**config.mk**
```make
export PLATFORM = sky130hd
export DESIGN_NAME = cycle_counter_timebase_top
export DESIGN_NICKNAME = d
export VERILOG_FILES = /design/src/rtl/core/cct_pkg.sv /design/src/rtl/core/cct_div.sv /design/src/rtl/core/cct_ctrl.sv /design/src/rtl/core/cct_dp.sv /design/src/rtl/core/cycle_counter_timebase_top.sv
export SDC_FILE = /design/constraint.sdc
export NUM_CORES = 2
export LEC_CHECK = 0
export BUFFER_PORTS_ARGS = -buffer_cell sky130_fd_sc_hd__buf_2
export CAP_MARGIN = 20
export CORE_ASPECT_RATIO = 1.1
export CORE_MARGIN = 10
export CORE_UTILIZATION = 50
export CTS_CLUSTER_SIZE = 30
export DETAILED_ROUTE_END_ITERATION = 7
export PLACE_DENSITY_LB_ADDON = 0.2
export REMOVE_ABC_BUFFERS = 1
export SETUP_SLACK_MARGIN = 0.05
export SYNTH_ARGS = -nofsm -noshare
export SYNTH_HDL_FRONTEND = slang
export SYNTH_SLANG_ARGS = --single-unit
```
**constraint.sdc**
```tcl
create_clock -name clk -period 11.5 [get_ports clk]
set_clock_uncertainty 0.1 [all_clocks]
set_input_delay 1.725 -clock clk [delete_from_list [all_inputs] [get_ports clk]]
set_output_delay 1.725 -clock clk [all_outputs]
set_load 0.01 [all_outputs]
```
**src/rtl/core/cct_pkg.sv**
```systemverilog
// Package for the cycle counter timebase: shared types, commands and constants.
// Used by cct_div, cct_ctrl, cct_dp and cycle_counter_timebase_top; depends on nothing.
package cct_pkg;

    localparam int unsigned SAMPLE_W  = 32;
    localparam int unsigned EXT_W     = 64;
    localparam int unsigned MHZ_W     = 13;
    localparam int unsigned SEC_W     = 45;
    localparam int unsigned FRAC_W    = 10;
    localparam int unsigned DIVISOR_W = 33;
    localparam int unsigned PER_MS_W  = 23;
    localparam int unsigned COUNT_W   = 7;
    localparam int unsigned MUL_A_W   = 23;

    localparam logic [MHZ_W-1:0]   CLOCK_MHZ_RESET = 13'd168;
    localparam logic [19:0]        SEC_US          = 20'd1000000;
    localparam logic [FRAC_W-1:0]  MS_US           = 10'd1000;
    localparam logic [COUNT_W-1:0] SEC_STEPS       = 7'd64;
    localparam logic [COUNT_W-1:0] FRAC_STEPS      = 7'd10;

    typedef enum logic [3:0] {
        ST_IDLE,
        ST_SEC_START,
        ST_SEC_RUN,
        ST_MS_START,
        ST_MS_RUN,
        ST_US_START,
        ST_US_RUN,
        ST_MUL_LO,
        ST_MUL_HI,
        ST_DONE
    } ctrl_state_t;

    typedef enum logic [1:0] {
        DIV_SEC,
        DIV_MS,
        DIV_US
    } div_sel_t;

    typedef struct packed {
        logic     load;
        logic     div_start;
        logic     div_step;
        div_sel_t div_sel;
        logic     save_sec;
        logic     save_ms;
        logic     save_us;
        logic     mul_lo;
        logic     mul_hi;
        logic     finish;
    } cct_cmd_t;

    typedef struct packed {
        logic div_done;
    } cct_stat_t;

endpackage

```
**src/rtl/core/cct_div.sv**
```systemverilog
// Restoring divider, one quotient bit per cycle, shared by the three divisions.
// Depends on cct_pkg for widths.
module cct_div
    import cct_pkg::*;
(
    input  logic                 clk,
    input  logic                 rst_n,
    input  logic                 start,
    input  logic                 step,
    input  logic [DIVISOR_W-1:0] init_rem,
    input  logic [EXT_W-1:0]     init_quo,
    input  logic [DIVISOR_W-1:0] divisor,
    input  logic [COUNT_W-1:0]   steps,
    output logic [EXT_W-1:0]     quotient,
    output logic [DIVISOR_W-1:0] remainder,
    output logic                 done
);

    logic [DIVISOR_W-1:0] rem_reg, rem_next;
    logic [EXT_W-1:0]     quo_reg, quo_next;
    logic [COUNT_W-1:0]   count_reg, count_next;
    logic [DIVISOR_W:0]   shifted;
    logic [DIVISOR_W+1:0] diff;

    assign shifted = {rem_reg, quo_reg[EXT_W-1]};
    assign diff    = {1'b0, shifted} - {2'b00, divisor};

    always_comb
    begin
        rem_next   = rem_reg;
        quo_next   = quo_reg;
        count_next = count_reg;
        if (start)
        begin
            rem_next   = init_rem;
            quo_next   = init_quo;
            count_next = steps;
        end
        else if (step)
        begin
            count_next = count_reg - 1'b1;
            if (!diff[DIVISOR_W+1])
            begin
                rem_next = diff[DIVISOR_W-1:0];
                quo_next = {quo_reg[EXT_W-2:0], 1'b1};
            end
            else
            begin
                rem_next = shifted[DIVISOR_W-1:0];
                quo_next = {quo_reg[EXT_W-2:0], 1'b0};
            end
        end
    end

    always_ff @(posedge clk or negedge rst_n)
    begin
        if (!rst_n)
        begin
            count_reg <= '0;
        end
        else
        begin
            count_reg <= count_next;
        end
    end

    always_ff @(posedge clk)
    begin
        rem_reg <= rem_next;
        quo_reg <= quo_next;
    end

    assign quotient  = quo_reg;
    assign remainder = rem_reg;
    assign done      = (count_reg == '0);

    // A step with no quotient bits left would corrupt the result.
    assert property (@(posedge clk) disable iff (!rst_n) step |-> count_reg != '0)
        else $error("cct_div: step issued with no bits left");

endmodule

```
**src/rtl/core/cct_ctrl.sv**
```systemverilog
// Controller state machine for the cycle counter timebase.
// Sequences the datapath through commands; depends on cct_pkg.
module cct_ctrl
    import cct_pkg::*;
(
    input  logic      clk,
    input  logic      rst_n,
    input  logic      in_valid,
    output logic      in_stall,
    output logic      out_valid,
    input  logic      out_stall,
    input  cct_stat_t stat,
    output cct_cmd_t  cmd
);

    ctrl_state_t state_reg, state_next;
    logic        out_valid_reg, out_valid_next;
    logic        out_free;

    assign out_free = !out_valid_reg || !out_stall;

    always_comb
    begin
        state_next = state_reg;
        case (state_reg)
            ST_IDLE:      if (in_valid) state_next = ST_SEC_START;
            ST_SEC_START: state_next = ST_SEC_RUN;
            ST_SEC_RUN:   if (stat.div_done) state_next = ST_MS_START;
            ST_MS_START:  state_next = ST_MS_RUN;
            ST_MS_RUN:    if (stat.div_done) state_next = ST_US_START;
            ST_US_START:  state_next = ST_US_RUN;
            ST_US_RUN:    if (stat.div_done) state_next = ST_MUL_LO;
            ST_MUL_LO:    state_next = ST_MUL_HI;
            ST_MUL_HI:    state_next = ST_DONE;
            ST_DONE:      if (out_free) state_next = ST_IDLE;
            default:      state_next = ST_IDLE;
        endcase
    end

    always_comb
    begin
        cmd      = '0;
        in_stall = 1'b1;
        case (state_reg)
            ST_IDLE:
            begin
                in_stall = 1'b0;
                cmd.load = in_valid;
            end
            ST_SEC_START:
            begin
                cmd.div_sel   = DIV_SEC;
                cmd.div_start = 1'b1;
            end
            ST_SEC_RUN:
            begin
                cmd.div_sel  = DIV_SEC;
                cmd.div_step = !stat.div_done;
                cmd.save_sec = stat.div_done;
            end
            ST_MS_START:
            begin
                cmd.div_sel   = DIV_MS;
                cmd.div_start = 1'b1;
            end
            ST_MS_RUN:
            begin
                cmd.div_sel  = DIV_MS;
                cmd.div_step = !stat.div_done;
                cmd.save_ms  = stat.div_done;
            end
            ST_US_START:
            begin
                cmd.div_sel   = DIV_US;
                cmd.div_start = 1'b1;
            end
            ST_US_RUN:
            begin
                cmd.div_sel  = DIV_US;
                cmd.div_step = !stat.div_done;
                cmd.save_us  = stat.div_done;
            end
            ST_MUL_LO:    cmd.mul_lo = 1'b1;
            ST_MUL_HI:    cmd.mul_hi = 1'b1;
            ST_DONE:      cmd.finish = out_free;
            default:      cmd = '0;
        endcase
    end

    always_comb
    begin
        out_valid_next = out_valid_reg;
        if (cmd.finish)
        begin
            out_valid_next = 1'b1;
        end
        else if (out_valid_reg && !out_stall)
        begin
            out_valid_next = 1'b0;
        end
    end

    always_ff @(posedge clk or negedge rst_n)
    begin
        if (!rst_n)
        begin
            state_reg     <= ST_IDLE;
            out_valid_reg <= 1'b0;
        end
        else
        begin
            state_reg     <= state_next;
            out_valid_reg <= out_valid_next;
        end
    end

    assign out_valid = out_valid_reg;

    assert property (@(posedge clk) disable iff (!rst_n) (in_valid && !in_stall) |=> in_stall)
        else $error("cct_ctrl: second request taken while busy");

    assert property (@(posedge clk) disable iff (!rst_n) cmd.finish |=> out_valid)
        else $error("cct_ctrl: finished result not presented");

    assert property (@(posedge clk) disable iff (!rst_n)
        (state_reg == ST_SEC_RUN && stat.div_done) |=> state_reg == ST_MS_START)
        else $error("cct_ctrl: seconds division did not hand over");

endmodule

```
**src/rtl/core/cct_dp.sv**
```systemverilog
// Datapath for the cycle counter timebase: wrap tracking, divisors, shared divider,
// timeline multiplier and result registers. Depends on cct_pkg and cct_div.
module cct_dp
    import cct_pkg::*;
(
    input  logic                clk,
    input  logic                rst_n,
    input  logic                cfg_write,
    input  logic [MHZ_W-1:0]    clock_mhz,
    input  logic [SAMPLE_W-1:0] counter_sample,
    input  cct_cmd_t            cmd,
    output cct_stat_t           stat,
    output logic [EXT_W-1:0]    extended_cycles,
    output logic [SEC_W-1:0]    seconds,
    output logic [FRAC_W-1:0]   milliseconds,
    output logic [FRAC_W-1:0]   microseconds,
    output logic [EXT_W-1:0]    timeline_us,
    output logic                wrapped
);

    logic [MHZ_W-1:0]     clock_mhz_reg;
    logic [SAMPLE_W-1:0]  last_sample_reg;
    logic [SAMPLE_W-1:0]  wrap_count_reg, wrap_count_next;
    logic [EXT_W-1:0]     ext_reg;
    logic                 wrap_reg;
    logic [MHZ_W-1:0]     mhz_reg;
    logic [DIVISOR_W-1:0] per_sec_reg;
    logic [PER_MS_W-1:0]  per_ms_reg;
    logic [SEC_W-1:0]     secs_reg;
    logic [FRAC_W-1:0]    ms_reg;
    logic [FRAC_W-1:0]    us_reg;
    logic [EXT_W-1:0]     acc_reg;

    logic [EXT_W-1:0]     out_ext_reg;
    logic [SEC_W-1:0]     out_secs_reg;
    logic [FRAC_W-1:0]    out_ms_reg;
    logic [FRAC_W-1:0]    out_us_reg;
    logic [EXT_W-1:0]     out_timeline_reg;
    logic                 out_wrap_reg;

    logic                 wrap_now;
    logic [MHZ_W-1:0]     mhz_eff;
    logic [DIVISOR_W-1:0] div_init_rem;
    logic [EXT_W-1:0]     div_init_quo;
    logic [DIVISOR_W-1:0] div_divisor;
    logic [COUNT_W-1:0]   div_steps;
    logic [EXT_W-1:0]     div_quo;
    logic [DIVISOR_W-1:0] div_rem;
    logic                 div_done;
    logic [MUL_A_W-1:0]   mul_a;
    logic [MUL_A_W+19:0]  mul_p;
    logic [19:0]          ms_scaled;

    assign wrap_now        = counter_sample < last_sample_reg;
    assign wrap_count_next = wrap_count_reg + {{(SAMPLE_W-1){1'b0}}, wrap_now};
    assign mhz_eff         = (clock_mhz_reg == '0) ? {{(MHZ_W-1){1'b0}}, 1'b1} : clock_mhz_reg;

    // The seconds quotient takes all 64 bits; the later quotients are below 1000,
    // so the remainder starts from the upper bits and only ten bits are shifted in.
    always_comb
    begin
        case (cmd.div_sel)
            DIV_SEC:
            begin
                div_init_rem = '0;
                div_init_quo = ext_reg;
                div_divisor  = per_sec_reg;
                div_steps    = SEC_STEPS;
            end
            DIV_MS:
            begin
                div_init_rem = {{FRAC_W{1'b0}}, div_rem[DIVISOR_W-1:FRAC_W]};
                div_init_quo = {div_rem[FRAC_W-1:0], {(EXT_W-FRAC_W){1'b0}}};
                div_divisor  = {{(DIVISOR_W-PER_MS_W){1'b0}}, per_ms_reg};
                div_steps    = FRAC_STEPS;
            end
            DIV_US:
            begin
                div_init_rem = {{FRAC_W{1'b0}}, div_rem[DIVISOR_W-1:FRAC_W]};
                div_init_quo = {div_rem[FRAC_W-1:0], {(EXT_W-FRAC_W){1'b0}}};
                div_divisor  = {{(DIVISOR_W-MHZ_W){1'b0}}, mhz_reg};
                div_steps    = FRAC_STEPS;
            end
            default:
            begin
                div_init_rem = '0;
                div_init_quo = ext_reg;
                div_divisor  = per_sec_reg;
                div_steps    = SEC_STEPS;
            end
        endcase
    end

    cct_div u_div (
        .clk       (clk),
        .rst_n     (rst_n),
        .start     (cmd.div_start),
        .step      (cmd.div_step),
        .init_rem  (div_init_rem),
        .init_quo  (div_init_quo),
        .divisor   (div_divisor),
        .steps     (div_steps),
        .quotient  (div_quo),
        .remainder (div_rem),
        .done      (div_done)
    );

    assign stat.div_done = div_done;

    assign mul_a     = cmd.mul_hi ? {1'b0, secs_reg[SEC_W-1:MUL_A_W]} : secs_reg[MUL_A_W-1:0];
    assign mul_p     = mul_a * SEC_US;
    assign ms_scaled = ms_reg * MS_US;

    always_ff @(posedge clk or negedge rst_n)
    begin
        if (!rst_n)
        begin
            clock_mhz_reg   <= CLOCK_MHZ_RESET;
            last_sample_reg <= '0;
            wrap_count_reg  <= '0;
        end
        else
        begin
            if (cfg_write)
            begin
                clock_mhz_reg <= clock_mhz;
            end
            if (cmd.load)
            begin
                last_sample_reg <= counter_sample;
                wrap_count_reg  <= wrap_count_next;
            end
        end
    end

    always_ff @(posedge clk)
    begin
        if (cmd.load)
        begin
            ext_reg     <= {wrap_count_next, counter_sample};
            wrap_reg    <= wrap_now;
            mhz_reg     <= mhz_eff;
            per_sec_reg <= {{(DIVISOR_W-MHZ_W){1'b0}}, mhz_eff}
                           * {{(DIVISOR_W-20){1'b0}}, SEC_US};
            per_ms_reg  <= {{(PER_MS_W-MHZ_W){1'b0}}, mhz_eff}
                           * {{(PER_MS_W-FRAC_W){1'b0}}, MS_US};
        end
        if (cmd.save_sec)
        begin
            secs_reg <= div_quo[SEC_W-1:0];
        end
        if (cmd.save_ms)
        begin
            ms_reg <= div_quo[FRAC_W-1:0];
        end
        if (cmd.save_us)
        begin
            us_reg <= div_quo[FRAC_W-1:0];
        end
        if (cmd.mul_lo)
        begin
            acc_reg <= {{(EXT_W-MUL_A_W-20){1'b0}}, mul_p};
        end
        if (cmd.mul_hi)
        begin
            acc_reg <= acc_reg + {mul_p[EXT_W-MUL_A_W-1:0], {MUL_A_W{1'b0}}};
        end
        if (cmd.finish)
        begin
            out_ext_reg      <= ext_reg;
            out_secs_reg     <= secs_reg;
            out_ms_reg       <= ms_reg;
            out_us_reg       <= us_reg;
            out_timeline_reg <= acc_reg + {{(EXT_W-20){1'b0}}, ms_scaled}
                                        + {{(EXT_W-FRAC_W){1'b0}}, us_reg};
            out_wrap_reg     <= wrap_reg;
        end
    end

    assign extended_cycles = out_ext_reg;
    assign seconds         = out_secs_reg;
    assign milliseconds    = out_ms_reg;
    assign microseconds    = out_us_reg;
    assign timeline_us     = out_timeline_reg;
    assign wrapped         = out_wrap_reg;

    // Milliseconds come from a remainder below one second and must stay below 1000.
    assert property (@(posedge clk) disable iff (!rst_n) cmd.save_ms |=> ms_reg < MS_US)
        else $error("cct_dp: millisecond quotient out of range");

endmodule

```
**src/rtl/core/cycle_counter_timebase_top.sv**
```systemverilog
// A request runs the seconds, milliseconds and microseconds divisions on the
// shared one-bit-per-cycle divider (64 steps for seconds, 10 for each other),
// then two multiply steps. A new request waits until the last has finished.
// A finished result waits in the output register while the next request runs.
// Reset (rst_n, asynchronous) clears the wrap count and last sample and sets
// clock_mhz to 168. Depends on cct_pkg, cct_ctrl and cct_dp.
module cycle_counter_timebase_top
    import cct_pkg::*;
(
    input  logic                clk,
    input  logic                rst_n,
    input  logic                cfg_valid,
    output logic                cfg_ready,
    input  logic [MHZ_W-1:0]    clock_mhz,
    input  logic                in_valid,
    output logic                in_stall,
    input  logic [SAMPLE_W-1:0] counter_sample,
    output logic                out_valid,
    input  logic                out_stall,
    output logic [EXT_W-1:0]    extended_cycles,
    output logic [SEC_W-1:0]    seconds,
    output logic [FRAC_W-1:0]   milliseconds,
    output logic [FRAC_W-1:0]   microseconds,
    output logic [EXT_W-1:0]    timeline_us,
    output logic                wrapped
);

    cct_cmd_t  cmd;
    cct_stat_t stat;

    assign cfg_ready = 1'b1;

    cct_ctrl u_ctrl (
        .clk       (clk),
        .rst_n     (rst_n),
        .in_valid  (in_valid),
        .in_stall  (in_stall),
        .out_valid (out_valid),
        .out_stall (out_stall),
        .stat      (stat),
        .cmd       (cmd)
    );

    cct_dp u_dp (
        .clk             (clk),
        .rst_n           (rst_n),
        .cfg_write       (cfg_valid && cfg_ready),
        .clock_mhz       (clock_mhz),
        .counter_sample  (counter_sample),
        .cmd             (cmd),
        .stat            (stat),
        .extended_cycles (extended_cycles),
        .seconds         (seconds),
        .milliseconds    (milliseconds),
        .microseconds    (microseconds),
        .timeline_us     (timeline_us),
        .wrapped         (wrapped)
    );

endmodule
```
==> impl_results.md <==
* Net count, final at about 4400
* Post-route DRC at 0
* Die width at roughly 290 um
* Drt first pass iters at 5
* Htree depth at 3
* Via/cell ratio at 5.35
* DRT Wirelength at 95500 um
* Cell family with most CP delay: adder cells
* Most frequent cells in the layout: edfxtp_1 (531), ha_1 (425), nand2_1 (348)
* DP HPWL at 74800 um
* Longest Clk Path Bufs at 3
* Worst Reg-to-Reg Cells at 32
* Clock Latency Late Sink at a little over 600 ps
* Slowest library cell on the worst path: mux2i_1
* CTS tree: yes
* #FFs+latches synth at 620
* Commonest non-fill, non-tap cell in the layout: edfxtp_1
* Setup WS post-layout at 1580 ps
* Status: complete, no violations
* Crit path largest cell delay at 910 ps
* Post-DP Area at 42200 um^2
* CTS clk-pin slew, worst paths at 60 ps
* Placeable Area at 79100 um^2
* First-pass GRT wire length at 149000 um
* Num CTS Buffers at 70
* Mean Syn Cell Area at between 10 and 15 um^2
* Row count at between 100 and 150
* Starting Density at 50.4%
* Sequential share of the synthesized area at 45.6%
* Slew Viols, Final at 0
* Distinct cells, synth at 86
* Final antenna-violating net count at 0
* Cell Area, Synth at 39900 um^2
* GRT Util Overall at roughly a fifth
* Worst Setup Start Kind: register
* Clock root buffer: clkbuf_16
* Setup Viol. Count Final at 0
* Worst reg-to-reg setup slack at 1580 ps
* # Max-Cap Violations at 0
* Number of port buffers at 245
* Required time of the critical path at between 10000 and 15000 ps
* Total setup buffers inserted after CTS at 0
* Post_cts resized at 0
* Ys async rst share at 14.4%
* Vias in the first global route at 26400
* CTS Sinks at 620
* Reg2reg start: u_ctrl.state_reg[1]$_DFFE_PN0P_
* Cell count after synthesis at 3471
* WP depth at 32
* RSZ-0062 raised after global routing: false
* Largest net degree at the start of global routing at 95
* Worst Path Buf+Inv at 2
* Critical Path AT at 10180 ps
* Relative slew slack at 29.6%
* Total grt overflow at 0
* Hold_buf cts at 0
* Number of flops mapped to enable cells by yosys at 531
* Slew @ Worst Pin at 1060 ps
* Yosys warns at 0
* Gpl congestion at between 0.8 and 0.9
* Worst min path class: register to register
* Synth area leaders: edfxtp_1 (40%), ha_1 (13%), fa_1 (10%)
* Number of I/O pins at 247
* R2r endpoint: u_dp.acc_reg[62]$_SDFFCE_PN0P_
* Layout cells sized above 1 at between 10% and 20%
* Pre-CTS WS at approximately 1600 ps
* Post-route minimum period at between 9000 and 10000 ps
* Final Cell Area at 44500 um^2
* Final Cycle Share at 86.2%
* Area growth, synth to finish at 11.7%
* Yosys top cell by area: edfxtp_1
* Chip height at ~320 um
* Setup CP Type: register to register
* Crit-path max FO at 18
* Iteration-0 DRC Markers at 1544
* Initial antenna violation count at 17
* Final Hold Vio Count at 0
* Top-area cell type share of the netlist area at 40.0%
* Crit path from: u_ctrl.state_reg[1]$_DFFE_PN0P_
* Critical path endpoint: u_dp.acc_reg[62]$_SDFFCE_PN0P_
* DR vias at 25800
* Top FF cell, synth: edfxtp_1
* Die area at 91500 um^2
* Endpoint class of the critical path: register
* Routed wire per std cell at 19.8 um
* Fin util at 56.3%
* Maximum clock rate at 101 MHz
routing by layer:
metal / track usage, % / vias to the layer above / share of wire, %
met5: 0 / - / 0.094
met4: 8.28 / 16 / 3.7
met3: 4.70 / 165 / 6.4
met2: 36.0 / 505 / 50
met1: 25.2 / 12500 / 40
li1: - / 12700 / -
worst min-delay path by stage:
stage	startpoint	endpoint	slack [ps]	depth (start not counted)
6_report	u_dp.us_reg[1]$_DFFE_PP_	u_dp.timeline_us[1]$_DFFE_PP_	320	0
3_3_place_gp	u_dp.wrap_reg$_DFFE_PP_	u_dp.wrapped$_DFFE_PP_	300	0
2_1_floorplan	u_dp.us_reg[0]$_DFFE_PP_	u_dp.timeline_us[0]$_DFFE_PP_	300	0
3_5_place_dp	u_dp.us_reg[0]$_DFFE_PP_	u_dp.timeline_us[0]$_DFFE_PP_	310	0
4_1_cts	u_dp.us_reg[0]$_DFFE_PP_	u_dp.timeline_us[0]$_DFFE_PP_	320	0
5_1_grt	u_dp.us_reg[0]$_DFFE_PP_	u_dp.timeline_us[0]$_DFFE_PP_	320	0
cell usage after synthesis (27+ instances only):
master,n
a21o_1,61
a21oi_1,169
and2_1,44
and3_1,28
clkbuf_1,73
dfrtp_1,86
edfxtp_1,531
fa_1,201
ha_1,426
inv_1,346
mux2i_1,44
nand2_1,349
nand3_1,134
nand4_1,28
nor2_1,151
nor2b_1,29
nor3_1,41
o21a_1,27
o21ai_0,164
xnor2_1,178
xor2_1,92
per-stage QoR:
step | hold slack (ps) | instances | setup TNS [ps]
finish | 318 | 4820 | 0
global route | 324 | 4815 | 0
CTS | 319 | 4814 | 0
detailed placement | 306 | 4685 | 0
global placement | 303 | 4685 | 0
floorplan | 300 | 3373 | -17330
layout make-up:
class / instances / area (um^2)
flip-flops and latches: 620 / 18200
fillers: 6718 / 34500
clock buffers: 92 / 1900
clock inverters: 37 / 413
repair buffers: 267 / 1390
diodes: 6 / 15.0
multi-input cells: 2405 / 20000
inverters: 348 / 1310
well taps: 1045 / 1310
logic make-up after synthesis:
family	after synthesis	share of synthesized area [%]
other cells	1	0.00941
xor+xnor	270	5.93
buf+inv	446	4.33
fa+ha+maj	629	23.5
compound gates	580	9.12
mux	52	1.33
flops	620	45.6
simple gates	873	10.2
worst register-to-register path: cells and delay by family (launching register included):
kind,cells,cell delay (ps)
AOI/OAI and AO/OA,10,2110
xor gates and xnor gates,3,640
adders and majority gates,8,3320
buffers and inverters,2,90
DFF,1,480
muxes,1,920
and+or+nand+nor,8,2030
Power is not shown: default switching activity piles up to over one toggle a cycle in this logic, so the estimate is an artifact.
